[src/hdl/pjh_pkg.sv]
// Package for the pairwise joint histogram unit.
// Field widths, register indexes, queue command type, back-end states and level decode.
// No dependencies.
package pjh_pkg;

	localparam int RESP_W        = 4;
	localparam int ADDR_W        = 13;
	localparam int BIN_COUNT_W   = 32;
	localparam int NUM_ITEMS_W   = 4;
	localparam int LEVEL_CODES_W = 32;
	localparam int CFG_DATA_W    = 32;
	localparam int CFG_INDEX_W   = 1;
	localparam int ITEM_CNT_W    = 5;
	localparam int LVL_CODE_W    = 4;
	localparam int SLOT_W        = 3;
	localparam int PACKED_ITEMS  = 8;
	localparam int LVL_W         = 7;
	localparam int QUEUE_DEPTH   = 2;

	localparam logic [CFG_INDEX_W-1:0] REG_NUM_ITEMS   = 1'b0;
	localparam logic [CFG_INDEX_W-1:0] REG_LEVEL_CODES = 1'b1;

	typedef enum logic {
		KIND_RESPONSE = 1'b0,
		KIND_READ     = 1'b1
	} kind_t;

	typedef struct packed {
		kind_t                 kind;
		logic [ADDR_W-1:0]     addr;
		logic                  count;
		logic                  row_done;
		logic                  bad;
		logic [ITEM_CNT_W-1:0] n_items;
	} pjh_cmd_t;

	typedef enum logic [2:0] {
		B_CLEAR,
		B_IDLE,
		B_EMIT,
		B_PAIR_MUL,
		B_PAIR_RD,
		B_PAIR_WR
	} back_state_t;

	// level count of an item; items past the packed register use top
	function automatic logic [LVL_W-1:0] item_levels(input logic [LEVEL_CODES_W-1:0] codes,
		input logic [ITEM_CNT_W-1:0] item, input logic [LVL_W-1:0] top);
		logic [LVL_CODE_W-1:0] code;
		code = codes[{item[SLOT_W-1:0], 2'b00} +: LVL_CODE_W];
		if (item < ITEM_CNT_W'(PACKED_ITEMS)) begin
			item_levels = LVL_W'(code) + LVL_W'(1);
		end else begin
			item_levels = top;
		end
	endfunction

endpackage

[src/hdl/pjh_front.sv]
// Front end: accepts items, tracks the row in progress and classifies each item
// into a command for the back end. Depends on pjh_pkg.
module pjh_front
	import pjh_pkg::*;
#(
	parameter int MAX_ITEMS  = 8,
	parameter int MAX_LEVELS = 16
) (
	input  logic                               clk,
	input  logic                               arst_n,
	input  logic                               in_valid,
	output logic                               in_stall,
	input  logic                               kind,
	input  logic [RESP_W-1:0]                  response,
	input  logic [ADDR_W-1:0]                  bin_address,
	input  logic [NUM_ITEMS_W-1:0]             num_items,
	input  logic [LEVEL_CODES_W-1:0]           level_codes,
	input  logic                               clearing,
	input  logic                               q_full,
	output logic                               push,
	output pjh_cmd_t                           push_cmd,
	output logic [MAX_ITEMS-1:0][RESP_W-1:0]   push_row
);

	localparam int IW = $clog2(MAX_ITEMS);

	logic [IW-1:0]                    pos_q;
	logic                             invalid_q;
	logic [MAX_ITEMS-1:0][RESP_W-1:0] row_q;
	logic [MAX_ITEMS-1:0][RESP_W-1:0] row_next;
	logic [ITEM_CNT_W-1:0]            n_act;
	logic [ITEM_CNT_W-1:0]            pos_ext;
	logic [LVL_W-1:0]                 lv;
	logic                             accept;
	logic                             is_resp;
	logic                             bad;
	logic                             last;

	always_comb begin
		n_act = ITEM_CNT_W'(num_items);
		if (n_act < ITEM_CNT_W'(2)) begin
			n_act = ITEM_CNT_W'(2);
		end else if (n_act > ITEM_CNT_W'(MAX_ITEMS)) begin
			n_act = ITEM_CNT_W'(MAX_ITEMS);
		end
	end

	assign pos_ext  = ITEM_CNT_W'(pos_q);
	assign lv       = item_levels(level_codes, pos_ext, LVL_W'(MAX_LEVELS));
	assign bad      = LVL_W'(response) >= lv;
	assign last     = (pos_ext + ITEM_CNT_W'(1)) >= n_act;
	assign is_resp  = kind_t'(kind) == KIND_RESPONSE;
	assign in_stall = clearing || q_full;
	assign accept   = in_valid && !in_stall;
	assign push     = accept;

	always_comb begin
		row_next        = row_q;
		row_next[pos_q] = response;
	end

	always_comb begin
		push_cmd.kind     = kind_t'(kind);
		push_cmd.addr     = bin_address;
		push_cmd.row_done = is_resp && last;
		push_cmd.bad      = is_resp && bad;
		push_cmd.count    = is_resp && last && !invalid_q && !bad;
		push_cmd.n_items  = n_act;
	end

	assign push_row = row_next;

	always_ff @(posedge clk or negedge arst_n) begin
		if (!arst_n) begin
			pos_q     <= '0;
			invalid_q <= 1'b0;
		end else if (accept && is_resp) begin
			if (last) begin
				pos_q     <= '0;
				invalid_q <= 1'b0;
			end else begin
				pos_q     <= pos_q + IW'(1);
				invalid_q <= invalid_q || bad;
			end
		end
	end

	always_ff @(posedge clk) begin
		if (accept && is_resp) begin
			row_q <= row_next;
		end
	end

endmodule

[config.mk]
export PLATFORM = sky130hd
export DESIGN_NAME = pjh_front
export DESIGN_NICKNAME = d
export VERILOG_FILES = /design/src/hdl/pjh_pkg.sv /design/src/hdl/pjh_front.sv
export SDC_FILE = /design/constraint.sdc
export NUM_CORES = 1
export LEC_CHECK = 0
export ABC_AREA = 1
export BUFFER_PORTS_ARGS = -buffer_cell sky130_fd_sc_hd__buf_2
export CAP_MARGIN = 10
export CELL_PAD_IN_SITES_DETAIL_PLACEMENT = 1
export CELL_PAD_IN_SITES_GLOBAL_PLACEMENT = 2
export CORE_MARGIN = 2
export CORE_UTILIZATION = 26
export DETAILED_ROUTE_END_ITERATION = 16
export PLACE_DENSITY = 0.91
export SYNTH_ARGS = -nofsm -noshare
export SYNTH_HDL_FRONTEND = slang
export SYNTH_SLANG_ARGS = --single-unit
[constraint.sdc]
create_clock -name clk -period 6.7 [get_ports clk]
set_input_delay 0.67 -clock clk [delete_from_list [all_inputs] [get_ports clk]]
set_output_delay 0.67 -clock clk [all_outputs]
set_load 0.02 [all_outputs]
Word-level counts from Yosys, hierarchy flattened. Cells that the tools add are included.

$add $sub $neg: 3. $lt $le $gt $ge: 7. Shift-type cells: 1. Muxes and demuxes: 8. Bitwise operators: 1. Reduce and logical (&&, ||, !) cells: 12.

Operators with widths (count): $bwmux W32 (1); $shiftx A32 B6 Y4 (1); $demux W4 S3 (1); $mux W5 (2); $lt A3 B4 Y1 const B (2); $mux W4 (2); $ge A4 B7 Y1 (1); $logic_and A1 B1 Y1 (7); $add A4 B1 Y5 const B (1); $ge A4 B5 Y1 (1); $add A3 B1 Y4 const B (1); $gt A4 B4 Y1 const B (1); $lt A4 B2 Y1 const B (1); $add A3 B1 Y3 const B (1); $ge A3 B1 Y1 const B (1); $logic_not A1 Y1 (3); $mux W3 (1); $logic_or A1 B1 Y1 (2); $mux W1 (1); $not A1 Y1 (1).

Bits in registers: 36. Input port bits: 59. Output and inout port bits: 56. Word-level logic and storage cells: 42.

Logic depth before layout (Yosys ltp).
Depth after elaboration: 7. Gate-level depth with buffers: 20. Gate-level depth less buffers: 18.

Worst setup path before layout. Ideal clock, no wire load.

Path type: register -> output. Start: register pos_q[0]. End: output port push_cmd[5] in the netlist's numbering. Arrival time: 2.251 ns. Required time: 6.030 ns. Path slack: 3.779 ns. Cell stages (with the launch flop): 20. Buffers on the path: 2. Cells stage by stage: dfrtp_1 -> buf_4 -> inv_2 -> buf_6 -> nor2_2 -> nand2_1 -> nand3_1 -> nor2_1 -> nand2_1 -> ha_1 -> inv_1 -> ha_1 -> o21ai_0 -> nand2_1 -> nand2_1 -> nand2_1 -> nand2_1 -> nand2_1 -> nand2_1 -> nor2_1.

RTL lines: from (decl) (RTL line pjh_front.sv:27) `logic [IW-1:0] pos_q;`; from (signal assigned) (RTL line pjh_front.sv:82) `pos_q <= pos_q + IW'(1);`; to (decl) (RTL line pjh_front.sv:21) `output pjh_cmd_t push_cmd,`.

==> out/summary.md <==
In the final timing run, aggregate negative setup slack is 0 ps. The vias after detailed routing came out at 2106. The class of the tightest hold or removal check is primary input to asynchronous set/reset pin. The worst setup path is launched from a flop.

Setup violations remaining at the end of the flow were counted as 0. The number of global-route vias before repair came out at 2135. Residual DRC count: 0.

For the initial core utilization, the log shows 0.265. The wire length after detailed routing came out at 6630 um. The total global routing overflow is 0. Summed over all cells, the static leakage comes to 1.44 nW.

Leaving out fill and tap cells, the most frequent cell in the layout is nand2_1. The cell sitting at the root of the clock tree is a clkbuf_8. Highest ir drop seen on vdd: 0.0772 mV.

Hold repair after CTS inserted 0 buffers. The maximum number of pins on one net before global-route repair is 33, and the detailed-router iteration count before antenna repair is 4. After detailed routing, the average wire length per cell comes to 14.1 um. Port buffering added 87 buffers.

The first-pass GRT wire length is 10800 um, and the worst clock skew is 5.09 ps. Using the TritonRoute via totals, the vias-per-cell ratio works out to 4.47. The number of register bits inferred by synthesis is 36. The clock-pin slew reported for the worst setup and hold paths after clock tree synthesis was 70 ps; the total power density per cell area was 343 nW/um2. The logs give 0.325 for the utilization after layout and 0 for the number of resized instances in the post-cts repair step.

In the layout the commonest cells are nand2_1 (99), buf_2 (87), o21ai_0 (39). The post-route antenna net violation count was 0; the post-CTS setup buffer count was 0. The portion of the clock cycle consumed by the worst path in the final layout came out at 0.602. For the area of the die, the log shows 9580 um2. The initial antenna violation count was 0; the number of fill cells in the layout was 1099. For the total core area, the log shows 8640 um2. The maximum clock frequency is 248 MHz. The number of cells on the worst reg-to-reg path is 15.

The combined area of all synthesized cells came out at 2290 um2. For this run, the post-layout net count is 432. The final weighted congestion in routability-driven placement was 0.835; the fraction of final layout cells with drive strength greater than 1 was 0.289. The end of the worst register-to-register path is invalid_q.

The maximum level of the CTS H-tree was 2; the post-synthesis to final-layout area growth was 22.3%. Pin placement for this block handled 115 I/O pins. The logs give 357 for the net count of the mapped netlist and 6030 ps for the data required time at the worst endpoint. The global-route total usage across every layer was 0.140. The floorplan step set the die width to 97.9 um. For this run, the number of Yosys warnings is 0.

The run gives 0.546 as the worst-case headroom to the max-slew limit. The tools report the portion of the post-synthesis area used by sequential elements as 0.463. DRC violation total after the first TritonRoute iteration: 97. The run gives 2 as the clock tree buffer depth. The critical path class is flop to output pin.

The largest fanout on the critical path came out at 22. Count of different cell masters after synthesis: 23. At the later pin of the worst-skew pair, clock insertion delay measures 280 ps. The repair_antennas step left the layout with diodes totalling 0. The run gives 0 as the number of slew-limit violations in the final report. The worst setup path is captured at an output pin.

Die boundary height: 97.9 um. Setup repair after global routing left no endpoint under its margin. The flow ran to the end, and the final reports show no timing, DRC or antenna violations.

The floorplan has 34 rows. For the number of hold violations in the final report, the log shows 0. Setup slack on the worst flop-to-flop path: 3730 ps. Subtracting the final worst setup slack from the clock period gives 4030 ps.

The launching point of the worst reg2reg path was pos_q[0]. The wire-length estimate of the detail-placed layout is 5270 um. After technology mapping, the gate count stands at 288.

TritonCTS built the clock tree. Across the run, the number of max-cap violations was 0. TritonCTS created 5 clock buffers. A synthesized cell averages 7.96 um2. The tools report the data arrival at the endpoint of the critical path as 3360 ps. The tightest hold path in the finished design has a slack of 182 ps. CTS sink count: 36. For the pin with the worst max-slew slack, the measured transition is 681 ps.
## sequential cells by signal (all words and copies together), names as in the netlist
name       cells
invalid_q      1
pos_q          3
row_q         32
## power breakdown
| part | switching, mW | internal (mW) |
|---|---|---|
| Combinational | 0.350 | 0.165 |
| Clock | 0.0716 | 0.0706 |
| Sequential | 0.0318 | 0.272 |
| Total | 0.453 | 0.508 |
## how the worst max path moves through the flow
stage	endpoint	depth (start not counted)	from	slack [ps]
detailed placement	push_cmd[7]	17	pos_q[0]	2960
global route	push_cmd[7]	17	pos_q[0]	2370
CTS	push_cmd[7]	17	pos_q[0]	2640
finish	push_cmd[7]	17	pos_q[0]	2670
global placement	push_cmd[7]	19	pos_q[0]	3110
floorplan	push_cmd[5]	19	pos_q[0]	3780
## through the flow
stage / cell area, um2 / power (mW) / setup slack, ps / instances
floorplan: 2290 / 0.689 / 3780 / 288
global placement: 2730 / 0.813 / 3110 / 464
detailed placement: 2730 / 0.833 / 2960 / 464
CTS: 2800 / 0.979 / 2640 / 471
global route: 2800 / 1.05 / 2370 / 471
finish: 2800 / 0.961 / 2670 / 471
## Yosys cell counts
master | number | area [um2]
clkbuf_1 | 1 | 3.75
a21oi_1 | 3 | 15.0
ha_1 | 10 | 125
buf_2 | 2 | 10.0
nand2_2 | 1 | 6.26
o21ai_0 | 39 | 195
clkinv_1 | 1 | 3.75
nor2_4 | 2 | 22.5
edfxtp_1 | 32 | 961
inv_1 | 36 | 135
buf_4 | 16 | 120
nand3_1 | 15 | 75.1
nor2_1 | 10 | 37.5
inv_2 | 3 | 11.3
xor2_1 | 2 | 17.5
nand2_1 | 99 | 372
buf_6 | 1 | 11.3
conb_1 | 1 | 3.75
dfrtp_1 | 4 | 100
o211a_1 | 1 | 10.0
nand4_1 | 4 | 25.0
nor2_2 | 4 | 25.0
or2_2 | 1 | 6.26
## cell type report
class	instances	area [um2]	area share
sequential	36	1060	0.379
clock buffer	6	72.6	0.0259
inverter	40	150	0.0536
tap	108	135	0.0482
multi-input combinational	192	936	0.334
timing repair buffer	88	443	0.158
clock inverter	1	5.00	0.00179
## per-layer routing
| layer | GRT usage | wire, um | vias up |
|---|---|---|---|
| li1 | - | - | 1069 |
| met1 | 0.178 | 2930 | 977 |
| met2 | 0.247 | 3360 | 58 |
| met3 | 0.0193 | 296 | 2 |
| met4 | 0.0406 | 49 | 0 |
| met5 | 0 | 0 | - |
## logic make-up (layout without fill, tap and decap cells)
| logic type | after synthesis | count (layout) | synth area share |
|---|---|---|---|
| and+or+nand+nor | 136 | 136 | 0.248 |
| xor gates and xnor gates | 2 | 2 | 0.00764 |
| buffers and inverters | 60 | 135 | 0.129 |
| adders and majority gates | 10 | 10 | 0.0546 |
| DFF | 36 | 36 | 0.463 |
| other | 1 | 1 | 0.00164 |
| AOI/OAI and AO/OA | 43 | 43 | 0.0961 |
## critical path: stages (launching register included)
cell     delay (ps)
dfrtp_1         780
inv_2           340
nor2_2          330
nand2_1          90
nand2_1          80
nor2_1           40
nand2_1         120
ha_1            220
xor2_1          190
ha_1            260
nand2_1          70
nand2_1          40
nand2_1          50
nand2_1          40
nand2_1         100
nand2_1          70
nor2_2           70
buf_2           160
(Power assumes the default switching activity.)
