[config.mk]
export PLATFORM = sky130hd
export DESIGN_NAME = pjh_queue
export DESIGN_NICKNAME = d
export VERILOG_FILES = /design/src/hdl/pjh_pkg.sv /design/src/hdl/pjh_queue.sv
export SDC_FILE = /design/constraint.sdc
export NUM_CORES = 1
export LEC_CHECK = 0
export BUFFER_PORTS_ARGS = -buffer_cell sky130_fd_sc_hd__buf_2
export CORE_AREA = 2 2 91 93
export DETAILED_ROUTE_END_ITERATION = 8
export DIE_AREA = 0 0 93 95
export PLACE_DENSITY = 0.89
export SLEW_MARGIN = 10
export SYNTH_ARGS = -nofsm -noshare
export SYNTH_HDL_FRONTEND = slang
export SYNTH_SLANG_ARGS = --single-unit
export TNS_END_PERCENT = 20
[constraint.sdc]
create_clock -name clk -period 5.5 [get_ports clk]
set_clock_uncertainty 0.05 [all_clocks]
set_input_delay 0 -clock clk [delete_from_list [all_inputs] [get_ports clk]]
set_output_delay 0 -clock clk [all_outputs]
set_load 0.01 [all_outputs]
[src/hdl/pjh_pkg.sv]
// Package for the pairwise joint histogram unit.
// Field widths, register indexes, queue command type, back-end states and level decode.
// No dependencies.
package pjh_pkg;

	localparam int RESP_W        = 4;
	localparam int ADDR_W        = 13;
	localparam int BIN_COUNT_W   = 32;
	localparam int NUM_ITEMS_W   = 4;
	localparam int LEVEL_CODES_W = 32;
	localparam int CFG_DATA_W    = 32;
	localparam int CFG_INDEX_W   = 1;
	localparam int ITEM_CNT_W    = 5;
	localparam int LVL_CODE_W    = 4;
	localparam int SLOT_W        = 3;
	localparam int PACKED_ITEMS  = 8;
	localparam int LVL_W         = 7;
	localparam int QUEUE_DEPTH   = 2;

	localparam logic [CFG_INDEX_W-1:0] REG_NUM_ITEMS   = 1'b0;
	localparam logic [CFG_INDEX_W-1:0] REG_LEVEL_CODES = 1'b1;

	typedef enum logic {
		KIND_RESPONSE = 1'b0,
		KIND_READ     = 1'b1
	} kind_t;

	typedef struct packed {
		kind_t                 kind;
		logic [ADDR_W-1:0]     addr;
		logic                  count;
		logic                  row_done;
		logic                  bad;
		logic [ITEM_CNT_W-1:0] n_items;
	} pjh_cmd_t;

	typedef enum logic [2:0] {
		B_CLEAR,
		B_IDLE,
		B_EMIT,
		B_PAIR_MUL,
		B_PAIR_RD,
		B_PAIR_WR
	} back_state_t;

	// level count of an item; items past the packed register use top
	function automatic logic [LVL_W-1:0] item_levels(input logic [LEVEL_CODES_W-1:0] codes,
		input logic [ITEM_CNT_W-1:0] item, input logic [LVL_W-1:0] top);
		logic [LVL_CODE_W-1:0] code;
		code = codes[{item[SLOT_W-1:0], 2'b00} +: LVL_CODE_W];
		if (item < ITEM_CNT_W'(PACKED_ITEMS)) begin
			item_levels = LVL_W'(code) + LVL_W'(1);
		end else begin
			item_levels = top;
		end
	endfunction

endpackage

[src/hdl/pjh_queue.sv]
// Two-entry command queue between front and back end.
// Depends on pjh_pkg.
module pjh_queue
	import pjh_pkg::*;
#(
	parameter int MAX_ITEMS = 8
) (
	input  logic                             clk,
	input  logic                             arst_n,
	input  logic                             push,
	input  pjh_cmd_t                         push_cmd,
	input  logic [MAX_ITEMS-1:0][RESP_W-1:0] push_row,
	output logic                             full,
	input  logic                             pop,
	output logic                             head_valid,
	output pjh_cmd_t                         head_cmd,
	output logic [MAX_ITEMS-1:0][RESP_W-1:0] head_row
);

	localparam int PTR_W = $clog2(QUEUE_DEPTH);
	localparam int CNT_W = $clog2(QUEUE_DEPTH + 1);

	pjh_cmd_t                         cmd_q [QUEUE_DEPTH];
	logic [MAX_ITEMS-1:0][RESP_W-1:0] row_q [QUEUE_DEPTH];
	logic [PTR_W-1:0]                 wr_ptr_q;
	logic [PTR_W-1:0]                 rd_ptr_q;
	logic [CNT_W-1:0]                 count_q;

	assign full       = count_q == CNT_W'(QUEUE_DEPTH);
	assign head_valid = count_q != '0;
	assign head_cmd   = cmd_q[rd_ptr_q];
	assign head_row   = row_q[rd_ptr_q];

	always_ff @(posedge clk or negedge arst_n) begin
		if (!arst_n) begin
			wr_ptr_q <= '0;
			rd_ptr_q <= '0;
			count_q  <= '0;
		end else begin
			if (push) begin
				wr_ptr_q <= (wr_ptr_q == PTR_W'(QUEUE_DEPTH - 1)) ? '0 : wr_ptr_q + PTR_W'(1);
			end
			if (pop) begin
				rd_ptr_q <= (rd_ptr_q == PTR_W'(QUEUE_DEPTH - 1)) ? '0 : rd_ptr_q + PTR_W'(1);
			end
			if (push && !pop) begin
				count_q <= count_q + CNT_W'(1);
			end else if (pop && !push) begin
				count_q <= count_q - CNT_W'(1);
			end
		end
	end

	always_ff @(posedge clk) begin
		if (push) begin
			cmd_q[wr_ptr_q] <= push_cmd;
			row_q[wr_ptr_q] <= push_row;
		end
	end

`ifndef SYNTHESIS
	a_push_room: assert property (@(posedge clk) disable iff (!arst_n)
		push |-> (count_q < CNT_W'(QUEUE_DEPTH)))
		else $error("command pushed into a full queue");
	a_head_holds: assert property (@(posedge clk) disable iff (!arst_n)
		(head_valid && !pop) |=> head_valid)
		else $error("queued command lost without pop");
`endif

endmodule

Word level (Yosys, flattened, before mapping)
Memories as Yosys holds them, arrays and structs flattened.
Cells that the tools add are included.
W data, S select, Z words.

storage, ports and cells
  memory bits (writable) = 108
  bits of input ports = 58
  flip-flop bits (word level) = 4
  memories = 2

cells by class
  $add $sub $neg = 4
  eq/ne operators = 1
  reductions and logical operators = 6
  multiplexer cells = 6

memories
  memory  depth  width  rd ports  clocked after Yosys merged registers in  wr ports  RTL line         source
  row_q   2      32     1         0                                        1         pjh_queue.sv:24  logic [MAX_ITEMS-1:0][RESP_W-1:0] row_q [QUEUE_DEPTH];
  cmd_q   2      22     1         0                                        1         pjh_queue.sv:23  pjh_cmd_t cmd_q [QUEUE_DEPTH];

operators by type and width
  cell                   number
  $mux W1                4
  $mux W2                2
  $reduce_bool A2 Y1     2
  $add A1 B1 Y1 const B  2
  $add A2 B1 Y2 const B  1
  $eq A2 B2 Y1 const B   1
  $logic_and A1 B1 Y1    2
  $logic_not A1 Y1       2
  $sub A2 B1 Y2 const B  1

Logic depth before layout (Yosys ltp)
Gate-level depths: netlist of the first run.

  depth after elaboration = 4
  depth in mapped cells = 5

Worst setup path after synthesis of the first run
Ideal clock, no wire load.

  kind = flip-flop to flip-flop
  start = register wr_ptr_q
  end = memory cmd_q[0][0] (netlist bit) (enable)
  data required time = 4.978 ns
  stages on the path, launching flop included = 2
  setup slack = 2.170 ns
  data arrival time = 2.808 ns
  cells stage by stage = dfrtp_1 > nor2b_1

RTL lines
  element                 RTL line         source
  start, declared         pjh_queue.sv:25  logic [PTR_W-1:0] wr_ptr_q;
  start signal, assigned  pjh_queue.sv:41  wr_ptr_q <= (wr_ptr_q == PTR_W'(QUEUE_DEPTH - 1)) ? '0 : wr_ptr_q + PTR_W'(1);
  end, declared           pjh_queue.sv:23

Straight into the memory's write port.

==> summary.txt, run 1 <==
Clock tree
  – Max H-tree Level: 3
  – CTS tree: built
  – Clock root buffer: clkbuf_8
  – CTS sink cnt: 112
  – Clk buf depth: 2
  – Reg clk slew, reported paths: 0.09 ns
  – Worst skew pair latency: between 0.3 and 0.4 ns
  – Num CTS Buffers: 9
  – PostCTS Resize Cnt: 0

Timing
  – RSZ-0062 raised after global routing: false
  – Final worst-path cycle share: 0.3830
  – Fin. max-slew vios: 0
  – Final TNS setup: 0 ns
  – Fin crit period: 2.106 ns
  – Relative slew margins: 0.3302
  – Slew @ Worst Pin: ~1.0 ns
  – Max Freq: 474.8 MHz
  – Final Hold Violating Endpoints: 0
  – Final setup viols: 0

Routing
  – Via Count: 2242
  – Final ANT Viol Nets: 0
  – Pre-antenna DRT Iters: 4
  – Post-route DRC: 0
  – WL/cell: 15.63 um
  – DRT iter0 DRCs: roughly 110
  – Vias/cell: approximately 4.8
  – Drt total wl: ~7400 um

Critical path
  – CP arrival: 2.06 ns
  – CP Cell Sequence: mux2_2 -> buf_2
  – Critical Path Source Type: flop
  – Slowest cell on crit path: dfrtp_4
  – Max incr delay on CP: ~1.1 ns
  – WS Path Type: reg2out
  – Crit path capture type: primary output
  – Crit path required time: 5.45 ns
  – Crit-path max FO: 55
  – R2R cell count: 2

Power and ir drop
  – P per Cell Area: 446.0 mW/mm^2
  – Peak VDD IR: 0.2859 mV
  – Leak: 2.330 nW

Logic synthesis
  – #FFs+latches synth: 112
  – Seq/Total Area, Yosys: 0.7711
  – Post-synth cell types: 14
  – Post-Synthesis Cells: between 150 and 200
  – Synth Area per Inst: 23.56 sq um
  – Area of the mapped netlist: 0.004335 sq mm
  – Syn Nets: 243
  – Yosys Warn Count: 0

Worst hold path
  – Hold path depth: 2
  – Worst hold-check path type: in2reg

GRT
  – Antenna violations before repair: 0
  – Vias in the first global route: 2247
  – Total GRT Usage: 0.1687
  – Largest net degree at the start of global routing: between 50 and 60
  – First-pass GRT wire length: about 11000 um
  – GRT overflow: 0
  – Grt peak-use layer: met2
  – Met1 Resource Use GR: 0.2027
  – Routing usage on met3: 0.04709
  – Grt met2 use: 0.2850

Floorplan
  – Die width: 93 um
  – Die Ht: 95 um
  – Core region area: 0.007928 sq mm
  – DIE AREA: slightly below 0.009 sq mm
  – Number of I/O pins: 114
  – Site Rows: 33
  – Effective utilization at floorplan: 0.5469

Placed design
  – Port bufs: 113
  – Final Wtd Congestion: 0.6640
  – HPWL after DPL: 4335 um

Layout
  – ANT cells: 0
  – Core Util, Final: 0.7227
  – Fraction of layout cells with a size suffix above 1: 0.5055
  – P&R area growth vs syn: 32.15%
  – Fill cell count: 513
  – Final net count: approximately 420

Run status
  – Outcome: finished, final reports clean

Flow run
  – Max_cap viols: 0
[worst paths after layout]
check                           slack, ns                     end              startpoint
worst max register to register       3.63  row_q[1][15]$_DFFE_PP_    wr_ptr_q$_DFFE_PN0P_
worst max-delay path                 3.39             head_cmd[2]    rd_ptr_q$_DFFE_PN0P_
min in group asynchronous            0.51    wr_ptr_q$_DFFE_PN0P_                  arst_n
worst min-delay path                 0.32  row_q[0][28]$_DFFE_PP_            push_row[28]
max in group asynchronous            4.68    rd_ptr_q$_DFFE_PN0P_                  arst_n
worst min register to register       0.44  count_q[1]$_DFFE_PN0P_  count_q[1]$_DFFE_PN0P_
[layout make-up]
| type | count | area [sq um] | share of cell area |
|---|---|---|---|
| Clock inverter | 5 | 72.57 | 0.01267 |
| Clock buffer | 10 | 127.6 | 0.02228 |
| Timing Repair Buffer | 173 | 1161 | 0.2027 |
| Multi-Input combinational cell | 65 | 885.9 | 0.1546 |
| Tap cell | 105 | 131.4 | 0.02293 |
| Inverter | 1 | 3.754 | 0.0006552 |
| Sequential cell | 112 | 3347 | 0.5842 |
[routing by layer]
layer / up-vias / part of all wire / wire (um)
li1: 1072 / - / -
met1: 1083 / 0.42 / 3071
met2: 75 / 0.51 / 3779
met3: 12 / 0.052 / 382
met4: 0 / 0.018 / 130
met5: - / 0 / 0
[cells in the final DEF, fill, tap and decap left out]
cell type        n
and2_2           1
buf_2          113
buf_4            2
bufinv_16        2
clkbuf_1         1
clkbuf_8         9
clkinv_1         2
clkinv_2         1
dfrtp_1          3
dfrtp_4          1
dlygate4sd3_1   58
edfxtp_1       108
ha_1             1
inv_1            1
mux2_2           5
mux2_4          49
nor2_1           1
nor2b_1          1
nor2b_4          1
or2_2            1
xnor2_1          1
xor2_1           4
[power by group]
group	switching [W]	internal (W)
registers	0.000156	0.00113
logic	0.000314	0.000461
clock network	0.000240	0.000251
[stage by stage]
step	instances	total power (W)	hold slack, ns	area, sq um	setup slack, ns
floorplan	184	0.001862	-0.3456	4335	2.170
global placement	398	0.002037	-0.2373	4949	3.642
detailed placement	398	0.002060	-0.2360	4949	3.627
CTS	471	0.002580	0.2929	5729	3.360
global route	471	0.002681	0.2949	5729	3.289
finish	471	0.002555	0.3164	5729	3.394
[cell usage after synthesis]
cell type | count | area [sq um]
and2_1 | 1 | 6.260
buf_12 | 5 | 100.1
buf_6 | 1 | 11.26
dfrtp_1 | 4 | 100.1
edfxtp_1 | 108 | 3243
ha_1 | 1 | 12.51
inv_1 | 1 | 3.750
mux2_2 | 5 | 56.30
mux2_4 | 49 | 735.7
nor2_1 | 1 | 3.750
nor2b_1 | 2 | 12.51
or2_2 | 1 | 6.260
xnor2_1 | 1 | 8.760
xor2_1 | 4 | 35.03
[flip-flops by register name, indices dropped and copies added, names as in the netlist]
| register | flops |
|---|---|
| cmd_q | 44 |
| wr_ptr_q | 1 |
| rd_ptr_q | 1 |
| count_q | 2 |
| row_q | 64 |
[timing repair]
item	CTS	global route
setup endpoints to repair	0	0
hold endpoints to repair	115	0
hold buffers	58	0
buffers inserted	0	0
[critical path, delay by kind of cell, from the launching register on]
family                 cells  cell delay, ns
muxes                      1            0.44
DFF                        1            1.11
buffers and inverters      1            0.15
[cell families (layout without fill, tap and decap cells)]
| logic type | count (synthesis) | in the layout | share of synthesized area |
|---|---|---|---|
| buffers and inverters | 7 | 189 | 0.02655 |
| DFF | 112 | 112 | 0.7711 |
| adders and majority gates | 1 | 1 | 0.002886 |
| and+or+nand+nor | 5 | 5 | 0.006638 |
| xor gates and xnor gates | 5 | 5 | 0.01010 |
| muxes | 54 | 54 | 0.1827 |
(Power assumes the default switching activity.)
==> run 2, diff against run 1 <==
--- a/config.mk
+++ b/config.mk
@@ -6,10 +6,10 @@
 export NUM_CORES = 1
 export LEC_CHECK = 0
 export BUFFER_PORTS_ARGS = -buffer_cell sky130_fd_sc_hd__buf_2
-export CORE_AREA = 2 2 91 93
+export CORE_AREA = 2 2 100 102
 export DETAILED_ROUTE_END_ITERATION = 8
-export DIE_AREA = 0 0 93 95
-export PLACE_DENSITY = 0.89
+export DIE_AREA = 0 0 102 104
+export PLACE_DENSITY = 0.79
 export SLEW_MARGIN = 10
 export SYNTH_ARGS = -nofsm -noshare
 export SYNTH_HDL_FRONTEND = slang
==> constraint.sdc (replaced) <==
create_clock -name clk -period 1.74 [get_ports clk]
set_clock_uncertainty 0.05 [all_clocks]
set_input_delay 0 -clock clk [delete_from_list [all_inputs] [get_ports clk]]
set_output_delay 0 -clock clk [all_outputs]
set_load 0.01 [all_outputs]
==> summary.txt, run 2 (synthesis results as in run 1) <==
Floorplan
  – Site Rows: 36
  – Number of I/O pins: 114
  – Die width: 102 um
  – Effective utilization at floorplan: 0.4540
  – DIE AREA: around 0.011 sq mm
  – Core region area: 0.009549 sq mm
  – Die Ht: between 100 and 150 um

Worst hold path
  – Hold EP: rd_ptr_q$_DFFE_PN0P_
  – Hold path depth: 3
  – Hold Path Origin: pop
  – Worst hold-check path type: in2reg

Placed design
  – HPWL after DPL: between 4000 and 5000 um
  – Inst Count DP: 430
  – Port bufs: 113
  – Final Wtd Congestion: 0.6986

Run status
  – Outcome: finished, final reports clean

Routing
  – Final ANT Viol Nets: 0
  – Drt total wl: roughly 7400 um
  – DRT iter0 DRCs: 50
  – Pre-antenna DRT Iters: 4
  – Vias/cell: 4.512
  – WL/cell: 14.69 um
  – Post-route DRC: 0
  – Via Count: 2274

Critical path
  – WS Path Type: reg2out
  – Crit path required time: 1.69 ns
  – CP Cell Sequence: buf_12 -> mux2_2 -> buf_2
  – Slowest cell on crit path: dfrtp_4
  – Worst R2R End: row_q[1][24]$_DFFE_PP_
  – R2R cell count: 2
  – Worst r2r src: wr_ptr_q$_DFFE_PN0P_
  – Max incr delay on CP: around 0.44 ns
  – Crit-path max FO: 35
  – CP arrival: approximately 1.6 ns
  – Critical Path Source Type: flop
  – Crit path capture type: primary output
  – Flop2flop setup slack: 0.48 ns

Layout
  – Non-Filler Instances: 504
  – Fraction of layout cells with a size suffix above 1: 0.5148
  – Leading cell type in the layout, fill and taps excluded: buf_2
  – Biggest register: row_q
  – Most frequent cells in the layout: buf_2, edfxtp_1, dlygate4sd3_1
  – P&R area growth vs syn: 34.49%
  – Final net count: ~430
  – Max reg flops: 64
  – Biggest regs: row_q (64), cmd_q (44), count_q (2)
  – ANT cells: 0

Clock tree
  – Worst skew pair latency: 0.35 ns
  – Clock root buffer: clkbuf_8
  – Post-CTS Setup Repair Bufs: 0
  – Clk buf depth: 2
  – Num CTS Buffers: 9
  – Reg clk slew, reported paths: roughly 0.10 ns
  – CTS tree: built
  – Max H-tree Level: 3
  – CTS sink cnt: about 110

GRT
  – Largest net degree at the start of global routing: 39
  – Total GRT Usage: 0.1420
  – Vias in the first global route: 2464
  – GRT overflow: 0
  – First-pass GRT wire length: roughly 11000 um
  – Antenna violations before repair: 0

Power and ir drop
  – Design Power: around 0.0081 W
  – P per Cell Area: 1387 mW/mm^2
  – Peak VDD IR: 0.7391 mV
  – Leak: 2.362 nW

Timing
  – Final worst-path cycle share: 0.9432
  – Fin crit period: approximately 1.6 ns
  – RSZ-0062 raised after global routing: false
  – Final Hold Violating Endpoints: 0
  – Max Freq: 609.3 MHz
  – Fin. max-slew vios: 0
  – Final setup viols: 0
  – Slew @ Worst Pin: 0.2668 ns
  – Relative slew margins: 0.8222
  – Fin Hold WS: around 0.31 ns

Flow run
  – Max_cap viols: 0
-- run 2: changes by cell type in the layout (fill, tap and decap cells not counted), sizes merged --
cell and change:
buf +4, bufinv -2, clkbuf +5, clkinv -2
-- run 2: worst max path at each step --
| stage | to | cells after the start | start | slack [ns] |
|---|---|---|---|---|
| global placement | head_row[31] | 3 | rd_ptr_q$_DFFE_PN0P_ | 0.41 |
| global route | head_cmd[7] | 3 | rd_ptr_q$_DFFE_PN0P_ | 0.02 |
| CTS | head_cmd[1] | 3 | rd_ptr_q$_DFFE_PN0P_ | 0.07 |
| floorplan | cmd_q[1][0]$_DFFE_PP_ | 1 | wr_ptr_q$_DFFE_PN0P_ | -0.44 |
| detailed placement | head_row[31] | 3 | rd_ptr_q$_DFFE_PN0P_ | 0.41 |
| finish | head_cmd[7] | 3 | rd_ptr_q$_DFFE_PN0P_ | 0.1 |
-- run 2: area by class of cell --
type / count / area [sq um]
clock buffer: 15 / 186.4
clock inverter: 1 / 8.758
fill: 718 / 3719
inverter: 1 / 3.754
multi-input combinational: 65 / 885.9
sequential: 112 / 3347
tap: 133 / 166.4
timing repair buffer: 177 / 1232
-- run 2: what timing repair did --
action                                  4_1_cts  5_1_grt
resized for setup                             1        0
hold endpoints to repair                    115        0
endpoints found under the setup margin        1        0
hold buffers                                 58        0
-- run 2: worst max-delay path: cells and delay by family, from the launching register on --
family / cells / cell delay (ns)
multiplexers: 1 / 0.37
flip-flops: 1 / 0.44
buffers and inverters: 2 / 0.41
-- run 2: power by group --
group / leakage [nW] / internal, W / total (W) / switching, W
Clock: 0.0999 / 0.000684 / 0.00147 / 0.000790
Combinational: 1.20 / 0.00154 / 0.00287 / 0.00133
Sequential: 1.06 / 0.00358 / 0.00374 / 0.000162
-- run 2: per-layer routing --
layer | GRT usage | share of wire | vias to the layer above
li1 | - | - | 1082
met5 | 0 | 0 | -
met3 | 0.04435 | 0.052 | 6
met1 | 0.1647 | 0.41 | 1117
met4 | 0.04667 | 0.0082 | 0
met2 | 0.2472 | 0.53 | 69
-- run 2: stage by stage --
stage / TNS (ns) / util / setup slack [ns] / cell area, sq um
floorplan: -24.01 / - / -0.4446 / 4343
CTS: 0 / 0.6106 / 0.07412 / 5831
global placement: 0 / 0.5290 / 0.4143 / 5051
finish: 0 / 0.6106 / 0.09885 / 5831
global route: 0 / 0.6106 / 0.01865 / 5831
detailed placement: 0 / 0.5290 / 0.4112 / 5051
==> run 3, diff against run 2 <==
--- a/config.mk
+++ b/config.mk
@@ -6,10 +6,11 @@
 export NUM_CORES = 1
 export LEC_CHECK = 0
 export BUFFER_PORTS_ARGS = -buffer_cell sky130_fd_sc_hd__buf_2
-export CORE_AREA = 2 2 100 102
+export CORE_AREA = 2 2 91 93
 export DETAILED_ROUTE_END_ITERATION = 8
-export DIE_AREA = 0 0 102 104
-export PLACE_DENSITY = 0.79
+export DIE_AREA = 0 0 93 95
+export PLACE_DENSITY = 0.89
+export RECOVER_POWER = 25
 export SLEW_MARGIN = 10
 export SYNTH_ARGS = -nofsm -noshare
 export SYNTH_HDL_FRONTEND = slang
==> constraint.sdc (replaced) <==
create_clock -name clk -period 2.1 [get_ports clk]
set_clock_uncertainty 0.05 [all_clocks]
set_input_delay 0 -clock clk [delete_from_list [all_inputs] [get_ports clk]]
set_output_delay 0 -clock clk [all_outputs]
set_load 0.01 [all_outputs]
==> summary.txt, run 3 (synthesis results as in run 1) <==
Critical path
  – R2R cell count: 2
  – Flop2flop setup slack: ~0.74 ns
  – Worst setup startpoint: rd_ptr_q$_DFFE_PN0P_
  – WS Path Type: reg2out
  – Crit path capture type: primary output
  – CP arrival: about 1.9 ns
  – Crit-path max FO: 17
  – Crit path required time: ~2 ns
  – Worst r2r src: wr_ptr_q$_DFFE_PN0P_
  – Critical Path Source Type: flop

Layout
  – Biggest register: row_q
  – P&R area growth vs syn: 31.69%
  – Fin area: 0.005709 sq mm
  – Final net count: 425
  – Fraction of layout cells with a size suffix above 1: 0.4474
  – Biggest regs: row_q (64), cmd_q (44), count_q (2)
  – Non-Filler Instances: 476
  – Fill cell count: 540
  – ANT cells: 0
  – Max reg flops: 64
  – Leading cell type in the layout, fill and taps excluded: edfxtp_1
  – Core Util, Final: 0.7202
  – Most frequent cells in the layout: edfxtp_1, buf_2, dlygate4sd3_1

Routing
  – Vias/cell: 4.746
  – Final ANT Viol Nets: 0
  – DRT iter0 DRCs: 72
  – Post-route DRC: 0
  – Drt total wl: 7427 um
  – WL/cell: 15.60 um
  – Via Count: 2259
  – Pre-antenna DRT Iters: 4

GRT
  – Largest net degree at the start of global routing: 33
  – GRT overflow: 0
  – Total GRT Usage: 0.1743
  – Antenna violations before repair: 0
  – First-pass GRT wire length: 11270 um
  – Vias in the first global route: approximately 2400

Floorplan
  – DIE AREA: between 0.008 and 0.009 sq mm
  – Number of I/O pins: approximately 110
  – Site Rows: 33
  – Effective utilization at floorplan: 0.5469
  – Die width: 93 um
  – Die Ht: 95 um
  – Core region area: 0.007928 sq mm

Timing
  – Final worst-path cycle share: 0.9172
  – RSZ-0062 raised after global routing: false
  – Max Freq: 519.2 MHz
  – Final setup viols: 0
  – Final Hold Violating Endpoints: 0
  – Fin. max-slew vios: 0
  – Relative slew margins: 0.7194
  – Slew @ Worst Pin: 0.4209 ns
  – Fin crit period: 1.926 ns
  – Fin Hold WS: approximately 0.31 ns

Clock tree
  – Num CTS Buffers: 9
  – CTS sink cnt: 112
  – PostCTS Resize Cnt: 0
  – Clk buf depth: 2
  – Clock root buffer: clkbuf_8
  – Max H-tree Level: 3
  – CTS tree: built
  – Worst skew pair latency: 0.35 ns
  – Reg clk slew, reported paths: 0.10 ns

Power and ir drop
  – P per Cell Area: 1146 mW/mm^2
  – Peak VDD IR: 0.6022 mV
  – Leak: 2.266 nW
  – Design Power: 0.006544 W

Placed design
  – Final Wtd Congestion: between 0.6 and 0.7
  – HPWL after DPL: 4523 um
  – Port bufs: 113
  – Area after DPL: around 0.0050 sq mm
  – Inst Count DP: between 400 and 500

Worst hold path
  – Hold path depth: 2
  – Worst hold-check path type: in2reg
  – Hold Path Origin: push_cmd[16]

Flow run
  – Max_cap viols: 0

Run status
  – Outcome: finished, final reports clean
## run 3: changes by cell type in the layout (fill, tap and decap cells not counted), sizes merged
| cell | before | now |
|---|---|---|
| buf | 119 | 93 |
| clkinvlp | 0 | 2 |
| clkinv | 1 | 3 |
| inv | 1 | 3 |
| clkbuf | 15 | 35 |
## run 3: worst max-delay path: stages (launching register included)
cell	delay, ns
dfrtp_4	0.64
buf_4	0.38
mux2_4	0.34
buf_2	0.14
## run 3: final timing paths
check                                    endpoint
min reg2reg                count_q[1]$_DFFE_PN0P_
min in group asynchronous  count_q[1]$_DFFE_PN0P_
max in group asynchronous    rd_ptr_q$_DFFE_PN0P_
max reg2reg                 row_q[0][6]$_DFFE_PP_
min                        cmd_q[0][16]$_DFFE_PP_
max                                  head_row[12]
## run 3: timing repair
action / 4_1_cts / 5_1_grt
buffers inserted: 0 / 0
hold buffers: 58 / 0
hold endpoints to repair: 115 / 0
## run 3: per-stage QoR
stage / TNS, ns / setup slack [ns]
floorplan: -4.566 / -0.08456
global placement: 0 / 0.5966
detailed placement: 0 / 0.5515
CTS: 0 / 0.1430
global route: 0 / 0.08826
finish: 0 / 0.1739
## run 3: routing by layer
metal,part of all wire,routed length [um],vias to the layer above,track usage
met5,0,0,-,0
met2,0.56,4125,83,0.3243
met3,0.057,422,9,0.03911
met1,0.37,2764,1088,0.1922
met4,0.015,114,0,0.07353
li1,-,-,1079,-
## run 3: layout make-up
type	instances	area, sq um	area share
flip-flops and latches	112	3347	0.5862
repair buffers	177	1171	0.2051
multi-input cells	65	885.9	0.1552
well taps	105	131.4	0.02301
clock buffers	9	123.9	0.02170
clock inverters	7	46.29	0.008109
inverters	1	3.754	0.0006575
## run 3: where the power goes
group          leakage (nW)  internal [W]  switching, W
clock network        0.0835      0.000432      0.000676
registers              1.06       0.00297      0.000218
logic                  1.12       0.00123       0.00102
